--- src/owbm_pkg.sv ---
// owbm_pkg: shared types, register indexes, reset values and phase codes
// for the single-wire bus master. No dependencies.

package owbm_pkg;

   localparam int BITS_PER_BYTE = 8;
   localparam int BIT_IDX_W     = $clog2(BITS_PER_BYTE);
   localparam int COUNT_W       = 10;

   localparam int REQ_DATA_W    = 16;
   localparam int RSP_DATA_W    = 16;
   localparam int CSR_INDEX_W   = 3;
   localparam int CSR_DATA_W    = 10;

   // command codes
   localparam logic [1:0] CMD_RESET = 2'd0;
   localparam logic [1:0] CMD_WRITE = 2'd1;
   localparam logic [1:0] CMD_READ  = 2'd2;
   localparam logic [1:0] CMD_NONE  = 2'd3;

   // register indexes
   localparam logic [CSR_INDEX_W-1:0] REG_RESET_LOW   = 3'd0;
   localparam logic [CSR_INDEX_W-1:0] REG_PRES_WAIT   = 3'd1;
   localparam logic [CSR_INDEX_W-1:0] REG_RESET_TAIL  = 3'd2;
   localparam logic [CSR_INDEX_W-1:0] REG_SHORT_LOW   = 3'd3;
   localparam logic [CSR_INDEX_W-1:0] REG_LONG_LOW    = 3'd4;
   localparam logic [CSR_INDEX_W-1:0] REG_SLOT_TAIL   = 3'd5;
   localparam logic [CSR_INDEX_W-1:0] REG_READ_SAMPLE = 3'd6;
   localparam logic [CSR_INDEX_W-1:0] REG_ZERO_RECOV  = 3'd7;

   // register reset values
   localparam logic [9:0] RESET_LOW_INIT   = 10'd480;
   localparam logic [7:0] PRES_WAIT_INIT   = 8'd80;
   localparam logic [9:0] RESET_TAIL_INIT  = 10'd400;
   localparam logic [5:0] SHORT_LOW_INIT   = 6'd1;
   localparam logic [6:0] LONG_LOW_INIT    = 7'd50;
   localparam logic [6:0] SLOT_TAIL_INIT   = 7'd50;
   localparam logic [5:0] READ_SAMPLE_INIT = 6'd0;
   localparam logic [5:0] ZERO_RECOV_INIT  = 6'd1;

   typedef enum logic [3:0] {
      PH_IDLE     = 4'd0,
      PH_RST_LOW  = 4'd1,
      PH_RST_WAIT = 4'd2,
      PH_RST_TAIL = 4'd3,
      PH_WR_LOW   = 4'd4,
      PH_WR_REL   = 4'd5,
      PH_RD_LOW   = 4'd6,
      PH_RD_WAIT  = 4'd7,
      PH_RD_TAIL  = 4'd8
   } phase_type;

   typedef struct packed {
      logic [9:0] reset_low_time;
      logic [7:0] presence_wait;
      logic [9:0] reset_tail;
      logic [5:0] short_low_time;
      logic [6:0] long_low_time;
      logic [6:0] slot_tail;
      logic [5:0] read_sample_delay;
      logic [5:0] zero_recovery;
   } cfg_type;

   typedef struct packed {
      logic       line_level;
      logic [7:0] write_data;
      logic [1:0] opcode;
      logic       start_req;
      logic       tick;
   } item_type;

   typedef struct packed {
      logic [7:0] read_data;
      logic       presence;
      logic       done_res;
      logic       busy_res;
      logic       drive_low;
   } result_type;

endpackage

--- src/one_wire_bus_master.sv ---
// one_wire_bus_master: a req transfer enters the input register; the
// sequencer step then writes the result register for its rsp transfer.
// Throughput one item per cycle while rsp_tready does not stall; the phase
// sequencer resolves each item, with any zero-length phases, in one step.
// Synchronous active-high reset: idle, registers at their default timings.
// Depends on owbm_pkg and owbm_engine.

module one_wire_bus_master
   import owbm_pkg::*;
(
   input  logic                   clock,
   input  logic                   reset,
   input  logic                   req_tvalid,
   output logic                   req_tready,
   // tick, start_req, opcode[1:0], write_data[7:0], line_level, zero pad
   input  logic [REQ_DATA_W-1:0]  req_tdata,
   output logic                   rsp_tvalid,
   input  logic                   rsp_tready,
   // drive_low, busy_res, done_res, presence, read_data[7:0], zero pad
   output logic [RSP_DATA_W-1:0]  rsp_tdata,
   input  logic                   csr_valid,
   output logic                   csr_ready,
   input  logic [CSR_INDEX_W-1:0] csr_index,
   input  logic [CSR_DATA_W-1:0]  csr_data
);

   logic       in_valid_ff, in_valid_in;
   item_type   in_item_ff, in_item_in;
   logic       out_valid_ff, out_valid_in;
   result_type out_res_ff, out_res_in;
   cfg_type    cfg_ff, cfg_in;
   result_type step_res;
   logic       step;
   logic       out_free;

   assign out_free   = !out_valid_ff || rsp_tready;
   assign step       = in_valid_ff && out_free;
   assign req_tready = !in_valid_ff || step;
   assign csr_ready  = 1'b1;

   assign rsp_tvalid = out_valid_ff;
   assign rsp_tdata  = {{(RSP_DATA_W - $bits(result_type)){1'b0}}, out_res_ff};

   always_comb begin
      in_valid_in = in_valid_ff;
      in_item_in  = in_item_ff;
      if (req_tvalid && req_tready) begin
         in_valid_in = 1'b1;
         in_item_in  = req_tdata[$bits(item_type)-1:0];
      end else if (step) begin
         in_valid_in = 1'b0;
      end
   end

   always_comb begin
      out_valid_in = out_valid_ff;
      out_res_in   = out_res_ff;
      if (step) begin
         out_valid_in = 1'b1;
         out_res_in   = step_res;
      end else if (rsp_tready) begin
         out_valid_in = 1'b0;
      end
   end

   always_comb begin
      cfg_in = cfg_ff;
      if (csr_valid && csr_ready) begin
         unique case (csr_index)
            REG_RESET_LOW:   cfg_in.reset_low_time    = csr_data;
            REG_PRES_WAIT:   cfg_in.presence_wait     = csr_data[7:0];
            REG_RESET_TAIL:  cfg_in.reset_tail        = csr_data;
            REG_SHORT_LOW:   cfg_in.short_low_time    = csr_data[5:0];
            REG_LONG_LOW:    cfg_in.long_low_time     = csr_data[6:0];
            REG_SLOT_TAIL:   cfg_in.slot_tail         = csr_data[6:0];
            REG_READ_SAMPLE: cfg_in.read_sample_delay = csr_data[5:0];
            REG_ZERO_RECOV:  cfg_in.zero_recovery     = csr_data[5:0];
         endcase
      end
   end

   always_ff @(posedge clock) begin
      if (reset) begin
         in_valid_ff              <= 1'b0;
         out_valid_ff             <= 1'b0;
         cfg_ff.reset_low_time    <= RESET_LOW_INIT;
         cfg_ff.presence_wait     <= PRES_WAIT_INIT;
         cfg_ff.reset_tail        <= RESET_TAIL_INIT;
         cfg_ff.short_low_time    <= SHORT_LOW_INIT;
         cfg_ff.long_low_time     <= LONG_LOW_INIT;
         cfg_ff.slot_tail         <= SLOT_TAIL_INIT;
         cfg_ff.read_sample_delay <= READ_SAMPLE_INIT;
         cfg_ff.zero_recovery     <= ZERO_RECOV_INIT;
      end else begin
         in_valid_ff  <= in_valid_in;
         out_valid_ff <= out_valid_in;
         cfg_ff       <= cfg_in;
      end
   end

   always_ff @(posedge clock) begin
      in_item_ff <= in_item_in;
      out_res_ff <= out_res_in;
   end

   owbm_engine u_engine (
      .clock  (clock),
      .reset  (reset),
      .step_i (step),
      .item_i (in_item_ff),
      .cfg_i  (cfg_ff),
      .res_o  (step_res)
   );

endmodule

--- src/owbm_engine.sv ---
// owbm_engine: phase sequencer of the single-wire bus master; one step per
// transfer, zero-length phases resolved within the same step.
// Depends on owbm_pkg.

module owbm_engine
   import owbm_pkg::*;
(
   input  logic       clock,
   input  logic       reset,
   input  logic       step_i,
   input  item_type   item_i,
   input  cfg_type    cfg_i,
   output result_type res_o
);

   phase_type              phase_ff, phase_in;
   logic [BIT_IDX_W-1:0]   bit_ff, bit_in;
   logic [7:0]             shift_ff, shift_in;
   logic [COUNT_W-1:0]     count_ff, count_in;
   logic                   presence_ff, presence_in;
   logic [1:0]             kind_ff, kind_in;
   logic [7:0]             hold_ff, hold_in;
   logic                   done_in;

   logic [7:0]             wsrc;
   logic [COUNT_W-1:0]     w_low [BITS_PER_BYTE];
   logic [COUNT_W-1:0]     w_rel [BITS_PER_BYTE];

   localparam logic [BIT_IDX_W:0] BIT_END = (BIT_IDX_W+1)'(BITS_PER_BYTE);

   // per-bit write slot timing
   always_comb begin
      wsrc = (phase_ff == PH_IDLE) ? item_i.write_data : shift_ff;
      for (int j = 0; j < BITS_PER_BYTE; j++) begin
         w_low[j] = wsrc[j] ? {4'b0, cfg_i.short_low_time} : {3'b0, cfg_i.long_low_time};
         w_rel[j] = wsrc[j] ? {3'b0, cfg_i.slot_tail} : {4'b0, cfg_i.zero_recovery};
      end
   end

   // next state
   always_comb begin
      logic                 rst_low, rst_wait, rst_tail;
      logic                 wr_rel, wr_search, ws_found;
      logic [BIT_IDX_W:0]   ws_from;
      logic [BIT_IDX_W-1:0] ws_bit;
      logic                 rd_low, rd_wait, rd_tail, rd_next, rd_allz;
      logic [BIT_IDX_W:0]   rd_m;
      logic [BIT_IDX_W-1:0] rd_k;
      logic                 finish;
      logic                 line;

      phase_in    = phase_ff;
      bit_in      = bit_ff;
      shift_in    = shift_ff;
      count_in    = count_ff;
      presence_in = presence_ff;
      kind_in     = kind_ff;
      hold_in     = hold_ff;
      done_in     = 1'b0;

      rst_low   = 1'b0;
      rst_wait  = 1'b0;
      rst_tail  = 1'b0;
      wr_rel    = 1'b0;
      wr_search = 1'b0;
      ws_found  = 1'b0;
      ws_from   = '0;
      ws_bit    = '0;
      rd_low    = 1'b0;
      rd_wait   = 1'b0;
      rd_tail   = 1'b0;
      rd_next   = 1'b0;
      rd_m      = '0;
      rd_k      = bit_ff;
      finish    = 1'b0;
      line      = item_i.line_level;
      rd_allz   = (cfg_i.short_low_time == '0) && (cfg_i.read_sample_delay == '0)
                  && (cfg_i.slot_tail == '0);

      if (step_i) begin
         if (phase_ff == PH_IDLE) begin
            if (item_i.start_req && (item_i.opcode != CMD_NONE)) begin
               kind_in = item_i.opcode;
               bit_in  = '0;
               case (item_i.opcode)
                  CMD_RESET: rst_low = 1'b1;
                  CMD_WRITE: begin
                     shift_in  = item_i.write_data;
                     wr_search = 1'b1;
                     ws_from   = '0;
                  end
                  default: begin
                     shift_in = '0;
                     rd_low   = 1'b1;
                     rd_m     = '0;
                  end
               endcase
            end
         end else if (item_i.tick) begin
            if (count_ff > 10'd1) begin
               count_in = count_ff - 10'd1;
            end else begin
               count_in = '0;
               unique case (phase_ff)
                  PH_RST_LOW:  rst_wait = 1'b1;
                  PH_RST_WAIT: begin
                     presence_in = ~line;
                     rst_tail    = 1'b1;
                  end
                  PH_RST_TAIL: finish = 1'b1;
                  PH_WR_LOW:   wr_rel = 1'b1;
                  PH_WR_REL: begin
                     wr_search = 1'b1;
                     ws_from   = {1'b0, bit_ff} + 1'b1;
                  end
                  PH_RD_LOW:   rd_wait = 1'b1;
                  PH_RD_WAIT: begin
                     if (line) shift_in[bit_ff] = 1'b1;
                     rd_tail = 1'b1;
                  end
                  PH_RD_TAIL:  rd_next = 1'b1;
                  default:     phase_in = PH_IDLE;
               endcase
            end
         end

         // reset sequence
         if (rst_low) begin
            if (cfg_i.reset_low_time != '0) begin
               phase_in = PH_RST_LOW;
               count_in = cfg_i.reset_low_time;
            end else begin
               rst_wait = 1'b1;
            end
         end
         if (rst_wait) begin
            if (cfg_i.presence_wait != '0) begin
               phase_in = PH_RST_WAIT;
               count_in = {2'b0, cfg_i.presence_wait};
            end else begin
               presence_in = ~line;
               rst_tail    = 1'b1;
            end
         end
         if (rst_tail) begin
            if (cfg_i.reset_tail != '0) begin
               phase_in = PH_RST_TAIL;
               count_in = cfg_i.reset_tail;
            end else begin
               finish = 1'b1;
            end
         end

         // write byte: skip bits whose low and release times are both zero
         if (wr_rel) begin
            if (w_rel[bit_ff] != '0) begin
               phase_in = PH_WR_REL;
               count_in = w_rel[bit_ff];
            end else begin
               wr_search = 1'b1;
               ws_from   = {1'b0, bit_ff} + 1'b1;
            end
         end
         if (wr_search) begin
            for (int j = 0; j < BITS_PER_BYTE; j++) begin
               if (!ws_found && ((BIT_IDX_W+1)'(j) >= ws_from)
                   && ((w_low[j] != '0) || (w_rel[j] != '0))) begin
                  ws_found = 1'b1;
                  ws_bit   = BIT_IDX_W'(j);
               end
            end
            if (ws_found) begin
               bit_in = ws_bit;
               if (w_low[ws_bit] != '0) begin
                  phase_in = PH_WR_LOW;
                  count_in = w_low[ws_bit];
               end else begin
                  phase_in = PH_WR_REL;
                  count_in = w_rel[ws_bit];
               end
            end else begin
               finish = 1'b1;
            end
         end

         // read byte: two passes cover one slot boundary
         for (int pass = 0; pass < 2; pass++) begin
            if (rd_next) begin
               rd_next = 1'b0;
               rd_low  = 1'b1;
               rd_m    = {1'b0, rd_k} + 1'b1;
            end
            if (rd_low) begin
               rd_low = 1'b0;
               if (rd_m == BIT_END) begin
                  finish = 1'b1;
               end else if (rd_allz) begin
                  // every remaining slot samples the same level
                  for (int j = 0; j < BITS_PER_BYTE; j++) begin
                     if (((BIT_IDX_W+1)'(j) >= rd_m) && line) shift_in[j] = 1'b1;
                  end
                  finish = 1'b1;
               end else if (cfg_i.short_low_time != '0) begin
                  phase_in = PH_RD_LOW;
                  bit_in   = rd_m[BIT_IDX_W-1:0];
                  count_in = {4'b0, cfg_i.short_low_time};
               end else begin
                  rd_wait = 1'b1;
                  rd_k    = rd_m[BIT_IDX_W-1:0];
               end
            end
            if (rd_wait) begin
               rd_wait = 1'b0;
               if (cfg_i.read_sample_delay != '0) begin
                  phase_in = PH_RD_WAIT;
                  bit_in   = rd_k;
                  count_in = {4'b0, cfg_i.read_sample_delay};
               end else begin
                  if (line) shift_in[rd_k] = 1'b1;
                  rd_tail = 1'b1;
               end
            end
            if (rd_tail) begin
               rd_tail = 1'b0;
               if (cfg_i.slot_tail != '0) begin
                  phase_in = PH_RD_TAIL;
                  bit_in   = rd_k;
                  count_in = {3'b0, cfg_i.slot_tail};
               end else begin
                  rd_next = 1'b1;
               end
            end
         end

         if (finish) begin
            phase_in = PH_IDLE;
            bit_in   = '0;
            count_in = '0;
            done_in  = 1'b1;
            if (kind_in == CMD_READ) hold_in = shift_in;
         end
      end
   end

   // outputs
   always_comb begin
      res_o.drive_low = (phase_in == PH_RST_LOW) || (phase_in == PH_WR_LOW)
                        || (phase_in == PH_RD_LOW);
      res_o.busy_res  = (phase_in != PH_IDLE);
      res_o.done_res  = done_in;
      res_o.presence  = presence_in;
      res_o.read_data = hold_in;
   end

   always_ff @(posedge clock) begin
      if (reset) begin
         phase_ff    <= PH_IDLE;
         bit_ff      <= '0;
         shift_ff    <= '0;
         count_ff    <= '0;
         presence_ff <= 1'b0;
         kind_ff     <= CMD_RESET;
         hold_ff     <= '0;
      end else begin
         phase_ff    <= phase_in;
         bit_ff      <= bit_in;
         shift_ff    <= shift_in;
         count_ff    <= count_in;
         presence_ff <= presence_in;
         kind_ff     <= kind_in;
         hold_ff     <= hold_in;
      end
   end

endmodule
--- config.mk ---
export PLATFORM = sky130hd
export DESIGN_NAME = one_wire_bus_master
export DESIGN_NICKNAME = d
export VERILOG_FILES = /design/src/owbm_pkg.sv /design/src/one_wire_bus_master.sv /design/src/owbm_engine.sv
export SDC_FILE = /design/constraint.sdc
export NUM_CORES = 1
export LEC_CHECK = 0
export BUFFER_PORTS_ARGS = -buffer_cell sky130_fd_sc_hd__buf_2
export CAP_MARGIN = 20
export CORE_AREA = 2 2 139 141
export CTS_CLUSTER_DIAMETER = 100
export DETAILED_ROUTE_END_ITERATION = 16
export DIE_AREA = 0 0 141 143
export PLACE_DENSITY_LB_ADDON = 0.25
export SYNTH_ARGS = -nofsm -noshare
export SYNTH_HDL_FRONTEND = slang
export SYNTH_SLANG_ARGS = --single-unit
export TNS_END_PERCENT = 10
--- constraint.sdc ---
create_clock -name clock -period 12.29 [get_ports clock]
set_input_delay 1.8435 -clock clock [delete_from_list [all_inputs] [get_ports clock]]
set_output_delay 1.8435 -clock clock [all_outputs]
set_load 0.05 [all_outputs]
### Word level (Yosys, flattened, before mapping)

Index checks and enable logic that the tools add are counted.

* bits of input ports: 34
* output and inout port bits: 19
* memories kept: 0
* latch bits: 0
* RAM bits: 0
* memory bits (read-only): 0
* flip-flop bits (word level): 123
* logic and storage cells: 514

* reductions and logical operators: 103
* muxes and demuxes: 319
* order comparisons: 33
* equal/unequal tests: 23
* multiply operators: 0
* bitwise logic cells: 6
* shifts and indexed selects: 0
* add/sub/neg operators: 3
* div/mod/pow operators: 0

Operators by type and width (number)
* 10-bit two-way mux: 39
* 10-bit nonzero test: 20
* 8-bit two-way mux: 24
* 4-bit two-way mux: 46
* 1-bit two-way mux: 144
* 3-bit two-way mux: 38
* 7-bit two-way mux: 16
* 10-bit binary-select mux with 3-bit select: 3
* 3-bit by 4-bit >= comparator with 1-bit output, first input constant: 12
* 1-bit logical AND: 39
* 4-bit by 3-bit == test with 1-bit output, second input constant: 6
* 1-bit by 4-bit >= comparator with 1-bit output, first input constant: 6
* 2-bit by 4-bit >= comparator with 1-bit output, first input constant: 6
* 8-bit OR: 3
* 8-bit one-hot mux with 2 select lines: 1
* 2-bit AND reduction: 8
* 3-bit == test, second input constant: 4
* 4-bit == test, second input constant: 3
* 6-bit zero test: 2
* 1-bit logical OR: 12
* 3-bit by 4-bit < comparator with 1-bit output, second input constant: 3
* 6-bit nonzero test: 2
* 10-bit by 1-bit greater-than comparator with 1-bit output, second input constant: 1
* 2-bit two-way mux: 5
* other kinds (25): 44

### Depth between registers and ports, before layout

Gate-level depths: netlist (run 1).

* word-level depth: 88
* mapped depth: 21

### By module

From an unflattened synthesis (run 1), not the netlist that was laid out.

* cell total of the unflattened synthesis: 973
* area, all modules: 8150.3 sq um

By module, submodules not included
* owbm_engine: area each 4852.2 sq um, cells an instance 705, instances 1
* one_wire_bus_master: area each 3298.2 sq um, cells an instance 268, instances 1

### Least setup slack after synthesis (run 1)

OpenSTA, ideal clock, no wires.

* kind: register -> register
* start: reg u_engine.phase_ff[0]
* end: reg out_res_ff, in the netlist rsp_tdata[0], data pin
* cell stages (with the launch flop): 20
* slack: 7.065 ns
* clock period less this slack: 5.225 ns
* buffers on the path: 4
* arrival time: 4.965 ns
* library setup time: 0.260 ns
* cells stage by stage: dfxtp_1 buf_6 or4_1 buf_2 buf_6 nor3b_1 and2_1 o21bai_1 nand2_1 a22oi_1 clkinv_1 ha_1 xor2_1 o21ai_1 or3b_2 o2111ai_1 or2_2 clkbuf_1 o41a_1 mux2_4

RTL lines
* from (decl): RTL line owbm_engine.sv:16 `phase_type phase_ff, phase_in;`
* from (signal assigned): RTL line owbm_engine.sv:265 `phase_ff <= phase_in;`
* to (signal assigned): RTL line one_wire_bus_master.sv:103 `out_res_ff <= out_res_in;`
* to (decl): RTL line one_wire_bus_master.sv:30 `result_type out_res_ff, out_res_in;`

==> results.md, run 1 <==
* DP HPWL at between 15 and 20 mm
* Post CTS Setup Buffer Count at 0
* Req. time, crit path at around 12 ns
* Fmax at 0.145 GHz
* Leading area contributor after synthesis: dfxtp_1
* Worst path slowest cell: or4_1
* Buffers on Ports at 44
* VDD IR max at about 94 uV
* IO Count at 53
* Main combinational cell family by area after synthesis: simple AND/OR/NAND/NOR gates
* Crit path DAT at 7.08 ns
* Aggregate global-route resource usage at 0.258
* CP Capture Type: register
* Share of the synthesized area in the top cell type at 0.232
* Synth area leaders: dfxtp_1, edfxtp_1, mux2i_1
* Total CTS buffers at 17
* Fraction of registers with async set/reset at 0
* Fin Clk Skew at 0.0195 ns
* Total die area at approximately 0.02 mm^2
* Synth Register Bits at about 120
* Post-synthesis mux area share at 0.112
* P_leak at 0.00351 uW
* CORE AREA at 0.0186 mm^2
* Post-Synthesis Cell Area at 0.00846 mm^2
* Synth Area in XOR/XNOR at 0.0104
* Fin Setup TNS at 0 ns
* Yosys cell types at 83
* Post-layout net count at 1129
* Post-route ant nets at 0
* Most frequent cell after synthesis: nand2_1
* RSZ-0062 raised after global routing: false
* CP Max Fanout at 21
* Clk Latency, worst-skew pair at approximately 0.43 ns
* Share of cells above drive strength 1 at 0.123
* Top delay family on crit path: simple AND/OR/NAND/NOR gates
* Crit path cell chain: or4_1 > nor3b_1 > and2_1 > o21bai_1 > nand2_1 > a22oi_1 > clkinv_1 > ha_1 > xor2_1 > o21ai_1 > or3b_2 > o2111ai_1 > nor2_1 > and2_1 > a22o_1 > nor3_1 > nand2_1
* Tmin final at 6.90 ns
* DRT iter0 DRCs at between 700 and 800
* CTS Root Cell: clkbuf_16
* Register area share after synthesis at 0.321
* Final wirelength at 25.9 mm
* Initial antenna violation count at 0
* Multi-input logic area at 0.00540 mm^2
* DRC at 0
* # clock sinks at 123
* Clock Path Buffers at 2
* Post-place setup slack at approximately 5.6 ns
* Reg clk slew, reported paths at 0.06 ns
* Seq. cell area at 0.00271 mm^2
* Outcome: complete, no violations
* WL per Instance at 19.3 um
* Syn Inst Count at between 1k and 1.5k
* DR vias at 8220
* Final Hold Fails at 0
* Pwr dens at 126 mW/mm^2
* First-pass GRT wire length at 41.0 mm
* DR vias/cell at about 6.1
* Slew margin rel. at 0.312
* Worst Path Buf+Inv at 1
* Initial Utilization at 0.455
* Setup ws final at 5.39 ns
* Ant diodes at 0
* Grt ovf at 0
* Gpl congestion at 0.928
* EDFF count, synth at 25
* Synth Area in Compound Gates at 0.233
* Setup crit start kind: register
* Syn_area_per_cell at a little under 8 um^2
* Row count at 50
* Worst-Margin Slew at approximately 1.0 ns
* Die W at 141 um
* HP Class: register to register
* Cts hold-fix bufs at 0
* Adder-Cell Fraction of Synth Area at 0.00592
* CTS resizes at 0
* Simple-gate share of the synthesized area at 0.275
* Pin count of the biggest net entering global routing at 101
* Die H at 143 um
* Period utilization at 0.561
* Synth warn at 0
* Max_cap viols at 0
* Pre-antenna DRT Iters at 6
* Number of global-route vias before repair at between 7k and 8k
* CP Class: register to register
* Post-synth top cells: nand2_1, nor2_1, dfxtp_1, a21oi_1, mux2i_1
* Number of fill cells at 1774
* Largest stage delay, worst path at between 1 and 1.5 ns
* Ys flop type: dfxtp_1
* H-tree Lvls at 4
* CTS tree: built
* Final Setup Violations at 0
* Max-slew violation count at 0
* Area Growth Syn to Fin at 10.6%
[registers in the layout, summed over array words and instances (netlist names)]
signal                flops
u_engine.bit_ff           3
u_engine.count_ff        10
in_item_ff               13
u_engine.kind_ff          2
rsp_tvalid                1
rsp_tdata                12
u_engine.hold_ff          8
u_engine.shift_ff         8
cfg_ff                   60
u_engine.presence_ff      1
in_valid_ff               1
u_engine.phase_ff         4
[routing by layer]
| layer | GRT usage | wire length [um] |
|---|---|---|
| met4 | 0.0805 | 511 |
| met2 | 0.420 | 11900 |
| met5 | 0 | 0 |
| met3 | 0.0456 | 1760 |
| met1 | 0.350 | 11700 |
[logic make-up (layout without fill, tap and decap cells)]
group	Yosys count	after routing
muxes	85	85
xor gates and xnor gates	10	10
and+or+nand+nor	485	485
DFF	123	123
buffers and inverters	86	101
AOI/OAI and AO/OA	291	291
adders and majority gates	4	4
other	2	5
[worst paths after layout]
path	cells past startpoint	slack, ns	start	end
worst max-delay path	17	5.39	u_engine.phase_ff[0]	rsp_tdata[1]
worst max register to register	17	5.39	u_engine.phase_ff[0]	rsp_tdata[1]
worst min register to register	2	0.48	cfg_ff[33]	cfg_ff[33]
worst min-delay path	2	0.48	cfg_ff[33]	cfg_ff[33]
[layout by cell type (no fill, tap or decap), types with 13 or more instances in the layout]
cell type,n
a211o_1,15
a211oi_1,18
a21oi_1,73
a221oi_1,13
buf_2,43
clkbuf_16,18
dfxtp_1,98
edfxtp_1,25
inv_1,13
mux2i_1,66
nand2_1,153
nand3_1,37
nor2_1,129
nor2b_1,30
nor3_1,34
nor4_1,15
o211ai_1,18
o21ai_0,59
[metrics by stage]
stage | instances | power (uW) | hold WS (ns) | util | instance area [um^2]
final | 1338 | 1180 | 0.476 | 0.504 | 9360
after detailed placement | 1304 | 680 | 0.466 | 0.471 | 8750
after global routing | 1338 | 1220 | 0.502 | 0.504 | 9360
after floorplan | 1089 | 623 | 0.446 | - | 8470
after global placement | 1304 | 678 | 0.464 | 0.471 | 8750
after CTS | 1336 | 1180 | 0.474 | 0.503 | 9340
[worst min-delay path, cell delays in order (launching register included)]
cell     delay, ns
dfxtp_1       0.32
nand2_1       0.06
a21oi_1       0.05
[final cells by class]
type,count,area share
Tap cell,234,0.0313
Sequential cell,123,0.290
Clock buffer,19,0.0496
Clock inverter,13,0.0134
Multi-Input combinational cell,880,0.577
Timing Repair Buffer,55,0.0330
Inverter,14,0.00562
[report_power, final]
group	leakage (uW)	total, uW	switching, uW	internal, uW
registers	0.00104	451	23.1	428
clock network	0.000292	500	201	300
logic	0.00218	227	143	84.0
total	0.00351	1180	367	811
(Power assumes the default switching activity.)
==> inputs of run 2 (changes only) <==
--- a/config.mk
+++ b/config.mk
@@ -5,12 +5,13 @@
 export SDC_FILE = /design/constraint.sdc
 export NUM_CORES = 1
 export LEC_CHECK = 0
+export ABC_AREA = 1
 export BUFFER_PORTS_ARGS = -buffer_cell sky130_fd_sc_hd__buf_2
 export CAP_MARGIN = 20
-export CORE_AREA = 2 2 139 141
+export CORE_AREA = 2 2 160 162
 export CTS_CLUSTER_DIAMETER = 100
 export DETAILED_ROUTE_END_ITERATION = 16
-export DIE_AREA = 0 0 141 143
+export DIE_AREA = 0 0 162 164
 export PLACE_DENSITY_LB_ADDON = 0.25
 export SYNTH_ARGS = -nofsm -noshare
 export SYNTH_HDL_FRONTEND = slang
==> constraint.sdc (replaced) <==
create_clock -name clock -period 5.8 [get_ports clock]
set_input_delay 0.87 -clock clock [delete_from_list [all_inputs] [get_ports clock]]
set_output_delay 0.87 -clock clock [all_outputs]
set_load 0.05 [all_outputs]
==> results.md, run 2 <==
* Setup crit start kind: register
* Final wirelength at 46.6 mm (+80%)
* Ys flop type: dfxtp_1
* FF-to-FF End: u_engine.count_ff[1]
* EDFF count, synth at 25 (unchanged)
* Worst R2R Path Depth at 40 (+23)
* RSZ-0062 raised after global routing: false
* Synth warn at 0 (unchanged)
* Setup crit start: u_engine.phase_ff[0]
* Outcome: complete, no violations
* Worst path most repeated cell: nand2_1
* Row count at 58 (+16%)
* Worst-Margin Slew at 0.946 ns (-0.0831 ns)
* Largest reg by FF count: cfg_ff
* Yosys cell types at 60 (-28%)
* Tmin final at 5.39 ns (-1.51 ns)
* Post-route ant nets at 0 (unchanged)
* Crit path DAT at 5.75 ns (-1.33 ns)
* # clock sinks at 123 (unchanged)
* Total die area at 0.0266 mm^2 (+32%)
* Clock Path Buffers at 2 (unchanged)
* Die H at 164 um (+15%)
* DRT iter0 DRCs at 1577 (+98%)
* Number of fill cells at 2657 (+50%)
* Clk Latency, worst-skew pair at 0.44 ns (about the same)
* Final Hold Fails at 0 (unchanged)
* FF-to-FF setup slack at 0.41 ns (-4.98 ns)
* Share of the synthesized area in the top cell type at 0.175 (-0.0571)
* H-tree Lvls at 4 (unchanged)
* Fin Clk Skew at 0.0127 ns (-0.00686 ns)
* Final Setup Violations at 0 (unchanged)
* Area Growth Syn to Fin at 12.1%
* Pin count of the biggest net entering global routing at 53 (-48%)
* Setup ws final at 0.405 ns (-4.98 ns)
* Synth Register Bits at 123 (unchanged)
* DR vias/cell at 5.81 (-5.5%)
* Slew margin rel. at 0.367 (+0.0545)
* Leading area contributor after synthesis: dfxtp_1
* DRC at 0 (unchanged)
* CTS Root Cell: clkbuf_16
* Initial Utilization at 0.452 (-0.00315)
* Gpl congestion at 1.04 (+12%)
* Fin Setup TNS at 0 ns (unchanged)
* Pwr dens at 245 mW/mm^2 (+94%)
* Post-synth top cells: nand2_1, inv_1, nand3_1, o21ai_0, nor2_1
* Number of global-route vias before repair at 12.0k (+58%)
* Total CTS buffers at 17 (unchanged)
* P_leak at 0.00580 uW (+65%)
* Synth area leaders: dfxtp_1, nand2_1, nand3_1
* Max-slew violation count at 0 (unchanged)
* DR vias at 13.2k (+61%)
* CORE AREA at 0.0248 mm^2 (+34%)
* Share of cells above drive strength 1 at 0.115 (-0.00808)
* Largest stage delay, worst path at 0.36 ns (-0.69 ns)
* Post-Synthesis Cell Area at 0.0112 mm^2 (+33%)
* Aggregate global-route resource usage at 0.347 (+0.0895)
* Most frequent cell after synthesis: nand2_1
* WL per Instance at 20.5 um (+5.8%)
* Fmax at 0.185 GHz (+28%)
* Hold_sp: cfg_ff[53]
* Leading cell type in the layout, fill and taps excluded: nand2_1
* Syn_area_per_cell at 5.97 um^2 (-23%)
* Most frequent cells in the layout: nand2_1, inv_1, nand3_1
* Grt ovf at 0 (unchanged)
* Pre-antenna DRT Iters at 6 (unchanged)
* Period utilization at 0.930 (+0.369)
* Die W at 162 um (+15%)
* Worst path slowest cell: dfxtp_1
* First-pass GRT wire length at 70.1 mm (+71%)
* Reg-to-reg startpoint: u_engine.phase_ff[0]
* Syn Inst Count at 1879 (+73%)
* Reg clk slew, reported paths at 0.06 ns (about the same)
* HP Class: register to register
* DP HPWL at 36.6 mm (+95%)
* VDD IR max at 202 uV (+110%)
* CTS tree: built
* CP Max Fanout at 29 (+38%)
* Initial antenna violation count at 1 (+1)
* Req. time, crit path at 6.16 ns (-6.31 ns)
* Worst hold path depth at 2 (unchanged)
* Post-layout net count at 1971 (+75%)
* Cts hold-fix bufs at 0 (unchanged)
* Register area share after synthesis at 0.242 (-0.0789)
* Post-place setup slack at 0.311 ns (-5.26 ns)
* Buffers on Ports at 44 (unchanged)
* Max reg flops at 60 (unchanged)
* CP Class: register to register
* CP Capture Type: register
* IO Count at 53 (unchanged)
* Max_cap viols at 0 (unchanged)
* Fraction of registers with async set/reset at 0 (unchanged)
* Worst Hold End: cfg_ff[53]
==> run 2: area by class of cell <==
class | count | area (um^2) | share of cell area
Antenna cell | 1 | 2.50 | 0.000199
Inverter | 255 | 958 | 0.0762
Sequential cell | 123 | 2710 | 0.216
Clock inverter | 13 | 129 | 0.0102
Multi-Input combinational cell | 1424 | 7100 | 0.564
Clock buffer | 19 | 458 | 0.0364
Timing Repair Buffer | 112 | 813 | 0.0646
Tap cell | 330 | 413 | 0.0328
==> run 2: logic make-up after synthesis <==
kind of cell,share of synthesized area
simple gates,0.409
compound gates,0.211
buf+inv,0.129
flops,0.242
xor+xnor,0.00468
fa+ha+maj,0.00446
other cells,0.000669
==> run 2: stage by stage <==
| stage | std cells | hold slack (ns) | utilization | total power, uW | cell area [um^2] |
|---|---|---|---|---|---|
| global route | 2276 | 0.482 | 0.507 | 3210 | 12600 |
| finish | 2277 | 0.464 | 0.507 | 3080 | 12600 |
| floorplan | 1882 | 0.439 | - | 1660 | 11200 |
| CTS | 2275 | 0.468 | 0.505 | 3050 | 12500 |
| global placement | 2243 | 0.456 | 0.482 | 1980 | 12000 |
| detailed placement | 2243 | 0.459 | 0.482 | 1980 | 12000 |
==> run 2: worst max-delay path, delay by kind of cell (launching register included) <==
kind                   cells  cell delay (ns)
and+or+nand+nor           35             4.29
AOI/OAI and AO/OA          2             0.26
DFF                        1             0.36
buffers and inverters      3             0.35
==> run 2: worst max path at each step <==
stage	to	slack, ns
after global placement	rsp_tdata[0]	0.36
after CTS	u_engine.count_ff[1]	0.29
after floorplan	rsp_tdata[6]	1.67
after detailed placement	rsp_tdata[0]	0.31
after global routing	u_engine.count_ff[1]	0.01
final	u_engine.count_ff[1]	0.41
==> run 2: repair_timing <==
item | in CTS | in global routing
endpoints found under the setup margin | 0 | 11
setup buffers | 0 | 1
gates resized for setup | 0 | 8
==> run 2: power by group <==
group          internal (uW)  switching (uW)
logic                    323             739
clock network            629             448
registers                910            32.6
total                   1860            1220
==> run 2: metal layers <==
metal,global-route usage,wire (um),up-vias
met1,0.456,19300,6059
met2,0.565,21100,674
li1,-,-,6379
met5,0,0,-
met3,0.0689,4410,107
met4,0.132,1750,0
==> inputs of run 3 (changes only) <==
==> constraint.sdc (replaced) <==
create_clock -name clock -period 4.85 [get_ports clock]
set_input_delay 0.7275 -clock clock [delete_from_list [all_inputs] [get_ports clock]]
set_output_delay 0.7275 -clock clock [all_outputs]
set_load 0.05 [all_outputs]
==> results.md, run 3 (synthesis gave the netlist of run 2 again) <==
* Max-slew violation count at 0 (unchanged)
* Worst Hold End: in_item_ff[3]
* Aggregate global-route resource usage at 0.355 (+0.00717)
* Setup ws final at -0.0403 ns (-0.445 ns)
* Setup crit start kind: register
* Final wirelength at 50.0 mm (+7.3%)
* CTS Root Cell: clkbuf_16
* WL per Instance at 19.4 um (-5.3%)
* Worst path most repeated cell: buf_6
* Worst path slowest cell: dfxtp_2
* Crit path DAT at 5.07 ns (-0.68 ns)
* Clock power frac at 0.328 (-0.021)
* Area Growth Syn to Fin at 44.4%
* Outcome: finished with violations
* DRT iter0 DRCs at 1641 (+4.1%)
* Die H at 164 um (unchanged)
* Comb pwr share at 0.411 (+0.066)
* Tmin final at 4.89 ns (-0.505 ns)
* P_leak at 0.00762 uW (+31%)
* Sw Share at 0.377 (-0.0182)
* Ant diodes at 0 (-1)
* Pwr dens at 266 mW/mm^2 (+8.7%)
* Share of cells above drive strength 1 at 0.314 (+0.199)
* FF-to-FF End: rsp_tdata[0]
* CP Class: register to register
* FF-to-FF setup slack at -0.04 ns (-0.45 ns)
* Fin Clk Skew at 0.0144 ns (+0.00179 ns)
* Fmax at 0.204 GHz (+10%)
* Most frequent cells in the layout: nand2_1, buf_4, inv_1
* Leading cell type in the layout, fill and taps excluded: nand2_1
* Max_cap viols at 0 (unchanged)
* DP HPWL at 38.2 mm (+4.5%)
* DRC at 0 (unchanged)
* Post-layout instance area at 0.0162 mm^2 (+29%)
* Hold_sp: req_tdata[3]
* Cts hold-fix bufs at 0 (unchanged)
* Reg-to-reg startpoint: u_engine.phase_ff[0]
* Final Hold Fails at 0 (unchanged)
* H-tree Lvls at 4 (unchanged)
* DR vias/cell at 5.73 (-1.3%)
* Die W at 162 um (unchanged)
* Initial Utilization at 0.452 (unchanged)
* Reg clk slew, reported paths at 0.07 ns (about the same)
* Initial antenna violation count at 0 (-1)
* First-pass GRT wire length at 72.5 mm (+3.4%)
* Number of fill cells at 2301 (-13%)
* Hold_ws at 0.462 ns (-0.00202 ns)
* Worst R2R Path Depth at 40 (unchanged)
* Max reg flops at 60 (unchanged)
* DR vias at 14.8k (+12%)
* Largest stage delay, worst path at 0.34 ns (-0.02 ns)
* Clk Latency, worst-skew pair at 0.44 ns (about the same)
* CP Max Fanout at 8 (-72%)
* RSZ-0062 raised after global routing: true
* CTS tree: built
* Grt ovf at 0 (unchanged)
* Worst-Margin Slew at 0.907 ns (-0.0391 ns)
* P_sw at 1630 uW (+34%)
* VDD IR max at 228 uV (+13%)
* # clock sinks at 123 (unchanged)
* Final Setup Violations at 1 (+1)
* Post-route ant nets at 0 (unchanged)
* Slew margin rel. at 0.394 (+0.0275)
* Clock Path Buffers at 2 (unchanged)
* Pin count of the biggest net entering global routing at 60 (+13%)
* CP Capture Type: register
* Row count at 58 (unchanged)
* Buffers on Ports at 44 (unchanged)
* IO Count at 53 (unchanged)
* HP Class: input pin to register
* Sequential share of power at 0.261 (-0.045)
* CORE AREA at 0.0248 mm^2 (unchanged)
* Total die area at 0.0266 mm^2 (unchanged)
* Placed Area at 0.0140 mm^2 (+17%)
* Gpl congestion at 1.03 (-0.67%)
* Post-layout net count at 2274 (+15%)
* Req. time, crit path at 5.03 ns (-1.13 ns)
* Cell internal pwr at 2690 uW (+44%)
* Pre-antenna DRT Iters at 8 (+2)
* Failing checks: negative setup slack
* Number of global-route vias before repair at 13.0k (+8.5%)
* Worst hold path depth at 1 (-1)
* Largest reg by FF count: cfg_ff
* Total CTS buffers at 17 (unchanged)
* Period utilization at 1.01 (+0.0781)
-- run 3: cell count changes in the layout (fill, tap and decap cells not counted), sizes merged --
cell,delta
clkinv,-6
clkbuf,+1
diode,-1
inv,+4
bufinv,+2
clkinvlp,+1
buf,+301
-- run 3: worst max-delay path by stage --
stage / end / start / cells past startpoint
5_1_grt: u_engine.count_ff[2] / u_engine.phase_ff[0] / 39
4_1_cts: u_engine.count_ff[2] / u_engine.phase_ff[1] / 43
6_report: rsp_tdata[0] / u_engine.phase_ff[0] / 40
3_5_place_dp: rsp_tdata[0] / u_engine.phase_ff[2] / 34
2_1_floorplan: rsp_tdata[6] / u_engine.count_ff[0] / 29
3_3_place_gp: rsp_tdata[0] / u_engine.phase_ff[2] / 34
-- run 3: area by class of cell --
type                            instances  area [um^2]  area share
Inverter                              255          968      0.0598
Clock buffer                           19          464      0.0286
Clock inverter                         13          175      0.0108
Timing Repair Buffer                  414         3350       0.207
Timing Repair inverter                  1         5.00    0.000309
Sequential cell                       123         2720       0.168
Tap cell                              330          413      0.0255
Multi-Input combinational cell       1424         8110       0.500
-- run 3: metal layers --
layer / vias up / global-route usage / wire [um] / share of wire
li1: 7005 / - / - / -
met1: 6882 / 0.470 / 20300 / 0.41
met2: 746 / 0.593 / 23500 / 0.47
met3: 149 / 0.0442 / 4180 / 0.084
met4: 0 / 0.131 / 2040 / 0.041
met5: - / 0 / 0 / 0
-- run 3: what timing repair did --
action                                 4_1_cts  5_1_grt
endpoints found under the hold margin        0        0
pin swaps                                   13       98
gates cloned                                 1        2
setup endpoints to repair                   10       31
buffers inserted                             8       30
gates resized for setup                     37      259
-- run 3: critical path, delay by kind of cell, from the launching register on --
family | cells | cell delay (ns)
flip-flops | 1 | 0.34
AO/OA/AOI/OAI | 6 | 0.73
buffers and inverters | 10 | 1.22
AND/OR/NAND/NOR | 24 | 2.28
-- run 3: metrics by stage --
| stage | std cells | worst slack, ns | TNS (ns) | utilization | power (uW) |
|---|---|---|---|---|---|
| floorplan | 1882 | 0.724 | 0 | - | 1990 |
| global placement | 2506 | -0.317 | -2.29 | 0.563 | 2630 |
| detailed placement | 2506 | -0.412 | -2.99 | 0.563 | 2640 |
| CTS | 2547 | -0.0171 | -0.0240 | 0.598 | 4070 |
| global route | 2579 | -0.236 | -1.87 | 0.653 | 4490 |
| finish | 2579 | -0.0403 | -0.0403 | 0.653 | 4310 |
-- run 3: power by group through the flow --
stage          Combinational [uW]  Sequential (uW)  Clock [uW]
2_1_floorplan                 837             1150           0
3_3_place_gp                 1480             1140           0
3_5_place_dp                 1490             1150           0
4_1_cts                      1530             1120        1410
5_1_grt                      1900             1130        1460
6_report                     1770             1130        1410
